$ cat src/sv/rbae_pkg.sv
package rbae_pkg;

  localparam int ADDR_BITS  = 24;
  localparam int COORD_BITS = 12;
  localparam int PIXEL_BITS = 16;
  localparam int PITCH_BITS = COORD_BITS + 1;
  localparam int ROP_BITS   = 4;

  localparam int IN_FIELD_BITS  = ROP_BITS + 2 * PIXEL_BITS;
  localparam int IN_DATA_BITS   = (IN_FIELD_BITS + 7) / 8 * 8;
  localparam int OUT_FIELD_BITS = 3 * ADDR_BITS + PIXEL_BITS;
  localparam int OUT_DATA_BITS  = (OUT_FIELD_BITS + 7) / 8 * 8;

  localparam int CFG_INDEX_BITS = 3;
  localparam int CFG_DATA_BITS  = PITCH_BITS;

  typedef logic [ADDR_BITS-1:0]  addr_t;
  typedef logic [COORD_BITS-1:0] coord_t;
  typedef logic [PITCH_BITS-1:0] pitch_t;
  typedef logic [PIXEL_BITS-1:0] pixel_t;
  typedef logic [ROP_BITS-1:0]   rop_t;

  // register map
  typedef enum logic [CFG_INDEX_BITS-1:0] {
    REG_SOURCE_X     = 3'd0,
    REG_SOURCE_Y     = 3'd1,
    REG_TARGET_X     = 3'd2,
    REG_TARGET_Y     = 3'd3,
    REG_RECT_WIDTH   = 3'd4,
    REG_RECT_HEIGHT  = 3'd5,
    REG_SOURCE_PITCH = 3'd6,
    REG_TARGET_PITCH = 3'd7
  } cfg_reg_t;

  // transaction kind carried in tuser
  localparam logic FUNC_START = 1'b0;
  localparam logic FUNC_PIXEL = 1'b1;

  // minterm select: bit 0 s&d, bit 1 s&~d, bit 2 ~s&d, bit 3 ~s&~d
  function automatic pixel_t apply_rop(input rop_t op, input pixel_t s, input pixel_t d);
    pixel_t v;
    v = ({PIXEL_BITS{op[0]}} & s & d)
      | ({PIXEL_BITS{op[1]}} & s & ~d)
      | ({PIXEL_BITS{op[2]}} & ~s & d)
      | ({PIXEL_BITS{op[3]}} & ~s & ~d);
    return v;
  endfunction

endpackage

$ cat src/sv/rop_blit_address_engine_core.sv
// Rectangle blitter address engine with 16 raster operations on pixel words. A start
// transaction (tuser 0) latches the raster operation, picks an overlap-safe walk order
// from the configured corners (bottom to top when the source lies above the destination,
// right to left on a shared top row with the source to the left, else row-major forward)
// and returns the fetch offsets of the first pixel; an empty rectangle returns tlast with
// zero offsets. Each pixel transaction (tuser 1) brings the source and old destination
// words read at the last given offsets and returns the destination write, the offsets to
// fetch next and tlast on the final pixel. The block takes one transaction per clock while
// the result stream is not stalled, and each result passes through the input register, then
// the result register; the longest path is the start offset, row times pitch plus column,
// one 13 by 13 bit multiply per side between the two registers. Configuration writes are
// always taken and must only happen while no blit result is outstanding.
module rop_blit_address_engine_core
  import rbae_pkg::*;
(
  input  logic                      clk,
  input  logic                      rst,
  // configuration write channel
  input  logic                      cfg_valid,
  output logic                      cfg_ready,
  input  logic [CFG_INDEX_BITS-1:0] cfg_index,
  input  logic [CFG_DATA_BITS-1:0]  cfg_data,
  // input stream
  input  logic                      s_tvalid,
  output logic                      s_tready,
  input  logic [IN_DATA_BITS-1:0]   s_tdata,   // rop, source_pixel, old_target_pixel, zero pad
  input  logic                      s_tuser,   // func
  // result stream
  output logic                      m_tvalid,
  input  logic                      m_tready,
  output logic [OUT_DATA_BITS-1:0]  m_tdata,   // write_addr, write_value, fetch_source_addr,
                                               // fetch_target_addr
  output logic                      m_tuser,   // write_valid
  output logic                      m_tlast    // last
);

  // configuration registers
  coord_t source_x, source_y, target_x, target_y;
  coord_t rect_width, rect_height;
  pitch_t source_pitch, target_pitch;

  // blit walk state
  logic   busy, busy_next;
  rop_t   op_code, op_code_next;
  logic   walk_left, walk_left_next;
  logic   walk_up, walk_up_next;
  coord_t column_left, column_left_next;
  coord_t rows_left, rows_left_next;
  addr_t  source_cursor, source_cursor_next;
  addr_t  target_cursor, target_cursor_next;

  // input register
  logic   in_valid;
  logic   in_func;
  rop_t   in_rop;
  pixel_t in_source;
  pixel_t in_target;

  // result register payload
  logic   out_write_valid;
  addr_t  out_write_addr;
  pixel_t out_write_value;
  addr_t  out_fetch_source;
  addr_t  out_fetch_target;
  logic   out_last;

  logic   s_accept;
  logic   process;

  // start-time values
  logic   start_up, start_left, start_empty;
  pitch_t start_src_row, start_tgt_row;
  pitch_t start_src_col, start_tgt_col;
  addr_t  start_src_addr, start_tgt_addr;

  // row change values
  coord_t span;
  addr_t  src_row_base, tgt_row_base;
  addr_t  src_next_row, tgt_next_row;

  // combinational result
  logic   res_write_valid;
  addr_t  res_write_addr;
  pixel_t res_write_value;
  logic   res_last;

  // ---------------------------------------------------------------------------
  // configuration port, always ready; unknown indexes cannot occur in a 3-bit map
  // ---------------------------------------------------------------------------
  assign cfg_ready = 1'b1;

  always_ff @(posedge clk) begin
    if (rst) begin
      source_x     <= '0;
      source_y     <= '0;
      target_x     <= '0;
      target_y     <= '0;
      rect_width   <= '0;
      rect_height  <= '0;
      source_pitch <= '0;
      target_pitch <= '0;
    end else if (cfg_valid && cfg_ready) begin
      unique case (cfg_reg_t'(cfg_index))
        REG_SOURCE_X:     source_x     <= cfg_data[COORD_BITS-1:0];
        REG_SOURCE_Y:     source_y     <= cfg_data[COORD_BITS-1:0];
        REG_TARGET_X:     target_x     <= cfg_data[COORD_BITS-1:0];
        REG_TARGET_Y:     target_y     <= cfg_data[COORD_BITS-1:0];
        REG_RECT_WIDTH:   rect_width   <= cfg_data[COORD_BITS-1:0];
        REG_RECT_HEIGHT:  rect_height  <= cfg_data[COORD_BITS-1:0];
        REG_SOURCE_PITCH: source_pitch <= cfg_data;
        REG_TARGET_PITCH: target_pitch <= cfg_data;
        default: ;
      endcase
    end
  end

  // ---------------------------------------------------------------------------
  // handshake: the input register drains whenever the result register is free
  // or being emptied in the same cycle
  // ---------------------------------------------------------------------------
  assign process  = in_valid && (!m_tvalid || m_tready);
  assign s_tready = !in_valid || process;
  assign s_accept = s_tvalid && s_tready;

  always_ff @(posedge clk) begin
    if (rst) begin
      in_valid <= 1'b0;
    end else if (s_accept) begin
      in_valid <= 1'b1;
    end else if (process) begin
      in_valid <= 1'b0;
    end
  end

  always_ff @(posedge clk) begin
    if (s_accept) begin
      in_func   <= s_tuser;
      in_rop    <= s_tdata[ROP_BITS-1:0];
      in_source <= s_tdata[ROP_BITS +: PIXEL_BITS];
      in_target <= s_tdata[ROP_BITS+PIXEL_BITS +: PIXEL_BITS];
    end
  end

  // ---------------------------------------------------------------------------
  // start: walk direction and first pixel offsets
  // ---------------------------------------------------------------------------
  assign start_up    = source_y < target_y;
  assign start_left  = (source_y == target_y) && (source_x < target_x);
  assign start_empty = (rect_width == '0) || (rect_height == '0);

  // bottom row / right column when walking backward; only used with a nonempty rectangle
  assign start_src_row = start_up ? PITCH_BITS'(source_y) + PITCH_BITS'(rect_height) - 1'b1
                                  : PITCH_BITS'(source_y);
  assign start_tgt_row = start_up ? PITCH_BITS'(target_y) + PITCH_BITS'(rect_height) - 1'b1
                                  : PITCH_BITS'(target_y);
  assign start_src_col = start_left ? PITCH_BITS'(source_x) + PITCH_BITS'(rect_width) - 1'b1
                                    : PITCH_BITS'(source_x);
  assign start_tgt_col = start_left ? PITCH_BITS'(target_x) + PITCH_BITS'(rect_width) - 1'b1
                                    : PITCH_BITS'(target_x);

  // offsets wrap modulo the address width
  assign start_src_addr = ADDR_BITS'(start_src_row) * ADDR_BITS'(source_pitch)
                        + ADDR_BITS'(start_src_col);
  assign start_tgt_addr = ADDR_BITS'(start_tgt_row) * ADDR_BITS'(target_pitch)
                        + ADDR_BITS'(start_tgt_col);

  // ---------------------------------------------------------------------------
  // row change: undo the column walk, then one line up or down; width and
  // pitches are taken live here
  // ---------------------------------------------------------------------------
  assign span = rect_width - 1'b1;

  assign src_row_base = walk_left ? source_cursor + ADDR_BITS'(span)
                                  : source_cursor - ADDR_BITS'(span);
  assign tgt_row_base = walk_left ? target_cursor + ADDR_BITS'(span)
                                  : target_cursor - ADDR_BITS'(span);
  assign src_next_row = walk_up ? src_row_base - ADDR_BITS'(source_pitch)
                                : src_row_base + ADDR_BITS'(source_pitch);
  assign tgt_next_row = walk_up ? tgt_row_base - ADDR_BITS'(target_pitch)
                                : tgt_row_base + ADDR_BITS'(target_pitch);

  // ---------------------------------------------------------------------------
  // per-transaction state update and result
  // ---------------------------------------------------------------------------
  always_comb begin
    busy_next          = busy;
    op_code_next       = op_code;
    walk_left_next     = walk_left;
    walk_up_next       = walk_up;
    column_left_next   = column_left;
    rows_left_next     = rows_left;
    source_cursor_next = source_cursor;
    target_cursor_next = target_cursor;
    res_write_valid    = 1'b0;
    res_write_addr     = '0;
    res_write_value    = '0;
    res_last           = 1'b0;

    if (in_func == FUNC_START) begin
      // a start during a blit abandons it
      op_code_next   = in_rop;
      walk_up_next   = start_up;
      walk_left_next = start_left;
      if (start_empty) begin
        busy_next          = 1'b0;
        column_left_next   = '0;
        rows_left_next     = '0;
        source_cursor_next = '0;
        target_cursor_next = '0;
        res_last           = 1'b1;
      end else begin
        busy_next          = 1'b1;
        column_left_next   = rect_width - 1'b1;
        rows_left_next     = rect_height - 1'b1;
        source_cursor_next = start_src_addr;
        target_cursor_next = start_tgt_addr;
      end
    end else if (busy) begin
      res_write_valid = 1'b1;
      res_write_addr  = target_cursor;
      res_write_value = apply_rop(op_code, in_source, in_target);
      if (column_left != '0) begin
        column_left_next = column_left - 1'b1;
        if (walk_left) begin
          source_cursor_next = source_cursor - 1'b1;
          target_cursor_next = target_cursor - 1'b1;
        end else begin
          source_cursor_next = source_cursor + 1'b1;
          target_cursor_next = target_cursor + 1'b1;
        end
      end else if (rows_left != '0) begin
        rows_left_next     = rows_left - 1'b1;
        column_left_next   = span;
        source_cursor_next = src_next_row;
        target_cursor_next = tgt_next_row;
      end else begin
        // final pixel: fetch offsets repeat, block goes idle
        busy_next = 1'b0;
        res_last  = 1'b1;
      end
    end
    // a pixel transaction while idle is dropped and reports the cursors
  end

  always_ff @(posedge clk) begin
    if (rst) begin
      busy          <= 1'b0;
      op_code       <= '0;
      walk_left     <= 1'b0;
      walk_up       <= 1'b0;
      column_left   <= '0;
      rows_left     <= '0;
      source_cursor <= '0;
      target_cursor <= '0;
    end else if (process) begin
      busy          <= busy_next;
      op_code       <= op_code_next;
      walk_left     <= walk_left_next;
      walk_up       <= walk_up_next;
      column_left   <= column_left_next;
      rows_left     <= rows_left_next;
      source_cursor <= source_cursor_next;
      target_cursor <= target_cursor_next;
    end
  end

  // ---------------------------------------------------------------------------
  // result register
  // ---------------------------------------------------------------------------
  always_ff @(posedge clk) begin
    if (rst) begin
      m_tvalid <= 1'b0;
    end else if (process) begin
      m_tvalid <= 1'b1;
    end else if (m_tready) begin
      m_tvalid <= 1'b0;
    end
  end

  always_ff @(posedge clk) begin
    if (process) begin
      out_write_valid  <= res_write_valid;
      out_write_addr   <= res_write_addr;
      out_write_value  <= res_write_value;
      out_fetch_source <= source_cursor_next;
      out_fetch_target <= target_cursor_next;
      out_last         <= res_last;
    end
  end

  assign m_tdata = OUT_DATA_BITS'({out_fetch_target, out_fetch_source,
                                   out_write_value, out_write_addr});
  assign m_tuser = out_write_valid;
  assign m_tlast = out_last;

  // ---------------------------------------------------------------------------
  // assertions
  // ---------------------------------------------------------------------------

  // results without a write carry a zero address and value
  assert property (@(posedge clk) disable iff (rst)
    m_tvalid && !m_tuser |-> out_write_addr == '0 && out_write_value == '0)
    else $error("non-write result carries write payload");

  // a blit only ends through a processed transaction
  assert property (@(posedge clk) disable iff (rst)
    $fell(busy) && !$past(rst) |-> $past(process))
    else $error("blit ended without a transaction");

  // a pending last result means the walk is idle
  assert property (@(posedge clk) disable iff (rst)
    m_tvalid && m_tlast |-> !busy)
    else $error("last result shown while blit still busy");

  // a write result is only produced from a pixel transaction
  assert property (@(posedge clk) disable iff (rst)
    process && res_write_valid |-> in_func == FUNC_PIXEL && busy)
    else $error("write produced outside an active blit");

endmodule
$ cat config.mk
export PLATFORM = sky130hd
export DESIGN_NAME = rop_blit_address_engine_core
export DESIGN_NICKNAME = d
export VERILOG_FILES = /design/src/sv/rbae_pkg.sv /design/src/sv/rop_blit_address_engine_core.sv
export SDC_FILE = /design/constraint.sdc
export NUM_CORES = 2
export LEC_CHECK = 0
export ABC_AREA = 1
export BUFFER_PORTS_ARGS = -buffer_cell sky130_fd_sc_hd__buf_2
export CAP_MARGIN = 40
export CORE_ASPECT_RATIO = 0.6
export CORE_MARGIN = 3
export CORE_UTILIZATION = 41
export CTS_CLUSTER_SIZE = 12
export DETAILED_ROUTE_END_ITERATION = 16
export PLACE_DENSITY = 0.62
export RECOVER_POWER = 50
export SLEW_MARGIN = 5
export SYNTH_ARGS = -nofsm -noshare
export SYNTH_HDL_FRONTEND = slang
export SYNTH_SLANG_ARGS = --single-unit
$ cat constraint.sdc
create_clock -name clk -period 10.05 [get_ports clk]
set_input_delay 2.01 -clock clk [delete_from_list [all_inputs] [get_ports clk]]
set_output_delay 2.01 -clock clk [all_outputs]
set_load 0.005 [all_outputs]
==> results.py <==
metrics = {
    "critical_path": {
        "reg2reg_depth": 34,
        "slowest_stage": "o21ai_1",
        "reg2reg_to": "target_cursor[18]",
        "rrSetupSlack_ps": 1420,
        "max_stage_delay_ps": 820,
        "path_delay_family": "adder cells",
        "worst_setup_path_start_kind": "register",
        "cp-end-kind": "register",
        "regToRegStartpoint": "target_y[11]",
        "crit_required_ps": 10530,
        "cp.arrival_ps": 9110,
        "worstPathMaxFanout": 25,
        "crit_path_frequent_cell": "inv_1",
        "crit_type": "register to register",
        "cp_num_buf_inv": 8,
    },
    "logic_synthesis": {
        "syn_inst": 4987,
        "ys.flop_type": "dfxtp_1",
        "syn-cell-area_um2": 36800,
        "synthesis.nets": 5735,
        "ys_warn_count": 0,
        "synth.distinct_cells": 71,
        "syn_area_per_cell_um2": 7.38,
        "synthArstFlopShare": 0,
        "synth_edf_count": 127,
        "ys_ff_latch": 306,
        "ys_seq_area_frac": 0.201,
    },
    "power": {
        "p_per_area_nw_per_um2": 163,
        "p_leak_nw": 19.9,
        "ir_drop_mv": 0.109,
    },
    "worst_hold_path": {
        "hp-start": "rows_left[1]",
        "worstHoldPathType": "register to register",
        "hold_end": "rows_left[1]",
        "hold_path_depth": 2,
    },
    "clocking": {
        "clockBufferDepth": 3,
        "clock_sinks": 306,
        "cts_tree": "built",
        "cts_buffers": 35,
        "postCtsHoldBufs": 0,
        "ctsResizeCount": 0,
        "worstSkewPairLatency_ps": 600,
        "root_buffer": "clkbuf_16",
        "postCtsSetupBuffers": 0,
        "clk_pin_slew_ps": 60,
        "cts_max_level": 2,
    },
    "timing": {
        "maxSlewHeadroom": -1.41,
        "period_needed_ps": 8630,
        "setup-tns-final_ps": 0,
        "fin_crit_sh": 0.859,
        "fin_skew_ps": 21.3,
        "hold_violations": 0,
        "max_slew.worst_pin.slew_ps": 3610,
        "whs_ps": 483,
        "max_freq_mhz": 116,
        "setup_ws_ps": 1420,
        "finalMaxSlewViolations": 247,
        "setup_violations": 0,
        "rsz0062_at_grt": "false",
    },
    "drt": {
        "num_vias": 34800,
        "dr.pass1.iters": 6,
        "drc": 0,
        "totalWireLength_mm": 134,
        "dr.first_iter.drc_count": 4191,
        "postRouteAntennaNets": 0,
        "wl_per_cell_um": 21.3,
        "via_per_inst": 5.55,
    },
    "finish": {
        "fin_nets": 5839,
        "fin_cells": 6278,
        "num_antenna_cells": 0,
        "drive_gt1_frac": 0.0547,
        "syn2layout_area_growth_pct": 8.29,
    },
    "grt": {
        "antenna_found_initial": 2,
        "grt_max_degree": 72,
        "grt_pass1_wl_mm": 200,
        "grt_use_total": 0.281,
        "grt_overflow": 0,
        "grt_pass1_vias": 31600,
    },
    "floorplanning": {
        "io-pin-count": 155,
        "dieArea_um2": 93500,
        "die_x_um": 393,
        "floorplan.rows": 84,
        "initial_utilization": 0.417,
        "coreArea_um2": 88300,
        "die_height_um": 238,
    },
    "status": {
        "outcome": "finished with violations",
        "violations": "max-capacitance violations, max-slew violations",
    },
    "placement": {
        "dpl.hpwl_mm": 107,
        "dp_slack_ps": 1640,
        "placed_cells": 6211,
        "port_buffers": 149,
        "place_congestion": 1.02,
    },
    "job": {
        "maxCapViolCount": 6,
    },
}
-- logic make-up after synthesis --
kind of cell               Yosys count  synth area share
and+or+nand+nor                   1650             0.190
AOI/OAI and AO/OA                 1141             0.172
buffers and inverters             1029             0.107
adders and majority gates          686             0.288
DFF                                306             0.201
xor gates and xnor gates           172            0.0410
muxes                                2          0.000544
other                                1          0.000102
-- how the worst max path moves through the flow --
stage | cells after the start | start | to
after floorplan | 33 | source_y[1] | out_fetch_source[19]
after global placement | 26 | target_y[11] | out_fetch_target[20]
after detailed placement | 34 | target_y[11] | target_cursor[18]
after CTS | 30 | target_y[11] | target_cursor[19]
after global routing | 31 | target_y[1] | target_cursor[19]
final | 34 | target_y[11] | target_cursor[18]
-- routing by layer --
layer  part of all wire  global-route usage  routed length [µm]
met1               0.49               0.449               65800
met4              0.017              0.0440                2250
met2               0.35               0.348               47200
met5            0.00095                   0                 127
met3               0.14               0.112               18700
-- sequential cells by signal, indices dropped and copies added, names as in the netlist, 12 cells and up --
| register | cells |
|---|---|
| rows_left | 12 |
| out_write_value | 16 |
| out_fetch_source | 24 |
| rect_width | 12 |
| source_y | 12 |
| out_write_addr | 24 |
| source_x | 12 |
| target_pitch | 13 |
| target_cursor | 24 |
| in_source | 16 |
| out_fetch_target | 24 |
| target_y | 12 |
| target_x | 12 |
| source_cursor | 24 |
| in_target | 16 |
| source_pitch | 13 |
| rect_height | 12 |
| column_left | 12 |
-- layout make-up --
cell class | instances | area [µm²]
fill | 9015 | 48500
multi-input combinational | 3652 | 25400
sequential | 306 | 7400
inverter | 903 | 3400
tap | 1161 | 1450
timing repair buffer | 193 | 993
clock buffer | 49 | 948
clock inverter | 14 | 191
-- placed cells by master (no fill, tap or decap), types with 11 or more instances in the layout --
cell type  instances
inv_1            877
nand2_1          851
a21oi_1          521
nor2_1           428
ha_1             418
o21ai_0          377
fa_1             268
dfxtp_1          178
nand3_1          169
edfxtp_1         127
xor2_1           121
buf_2             97
clkbuf_1          76
xnor2_1           51
nand4_1           50
nor3_1            50
o211ai_1          48
o21ai_1           35
clkbuf_16         35
buf_4             27
a21o_1            22
or2_2             22
nand2_2           17
o21bai_1          17
a31oi_1           16
o221ai_1          15
nor4_1            14
clkinv_1          13
a221oi_1          13
a211oi_1          13
o22ai_1           12
nand3b_1          11
-- power breakdown --
part	switching, mW	internal (mW)	total (mW)
logic	2.54	1.14	3.69
clock network	0.612	0.750	1.36
registers	0.0610	1.37	1.43
-- metrics by stage --
stage | power (mW) | area, µm² | util
floorplan | 3.85 | 36800 | -
global placement | 4.95 | 38700 | 0.438
detailed placement | 4.98 | 38800 | 0.439
CTS | 6.36 | 39900 | 0.452
global route | 6.89 | 39800 | 0.451
finish | 6.48 | 39800 | 0.451
-- worst register-to-register path, delay by kind of cell, from the launching register on --
kind	cells	cell delay [ps]
DFF	1	300
buffers and inverters	8	1040
and+or+nand+nor	11	1870
adders and majority gates	8	3500
AOI/OAI and AO/OA	7	1810
-- Yosys cell counts, types with 17 or more instances --
cell      instances  area (µm²)
a21o_1           22         165
a21oi_1         521        2610
buf_2            19        95.1
clkbuf_1         92         345
dfxtp_1         179        3580
edfxtp_1        127        3810
fa_1            268        5370
ha_1            418        5230
inv_1           877        3290
nand2_1         853        3200
nand3_1         169         846
nand4_1          50         313
nor2_1          429        1610
nor3_1           50         250
o211ai_1         48         360
o21ai_0         377        1890
o21ai_1          35         175
o21bai_1         17         128
or2_2            22         138
xnor2_1          51         447
xor2_1          121        1060
Power figures use the tool's default switching activity.
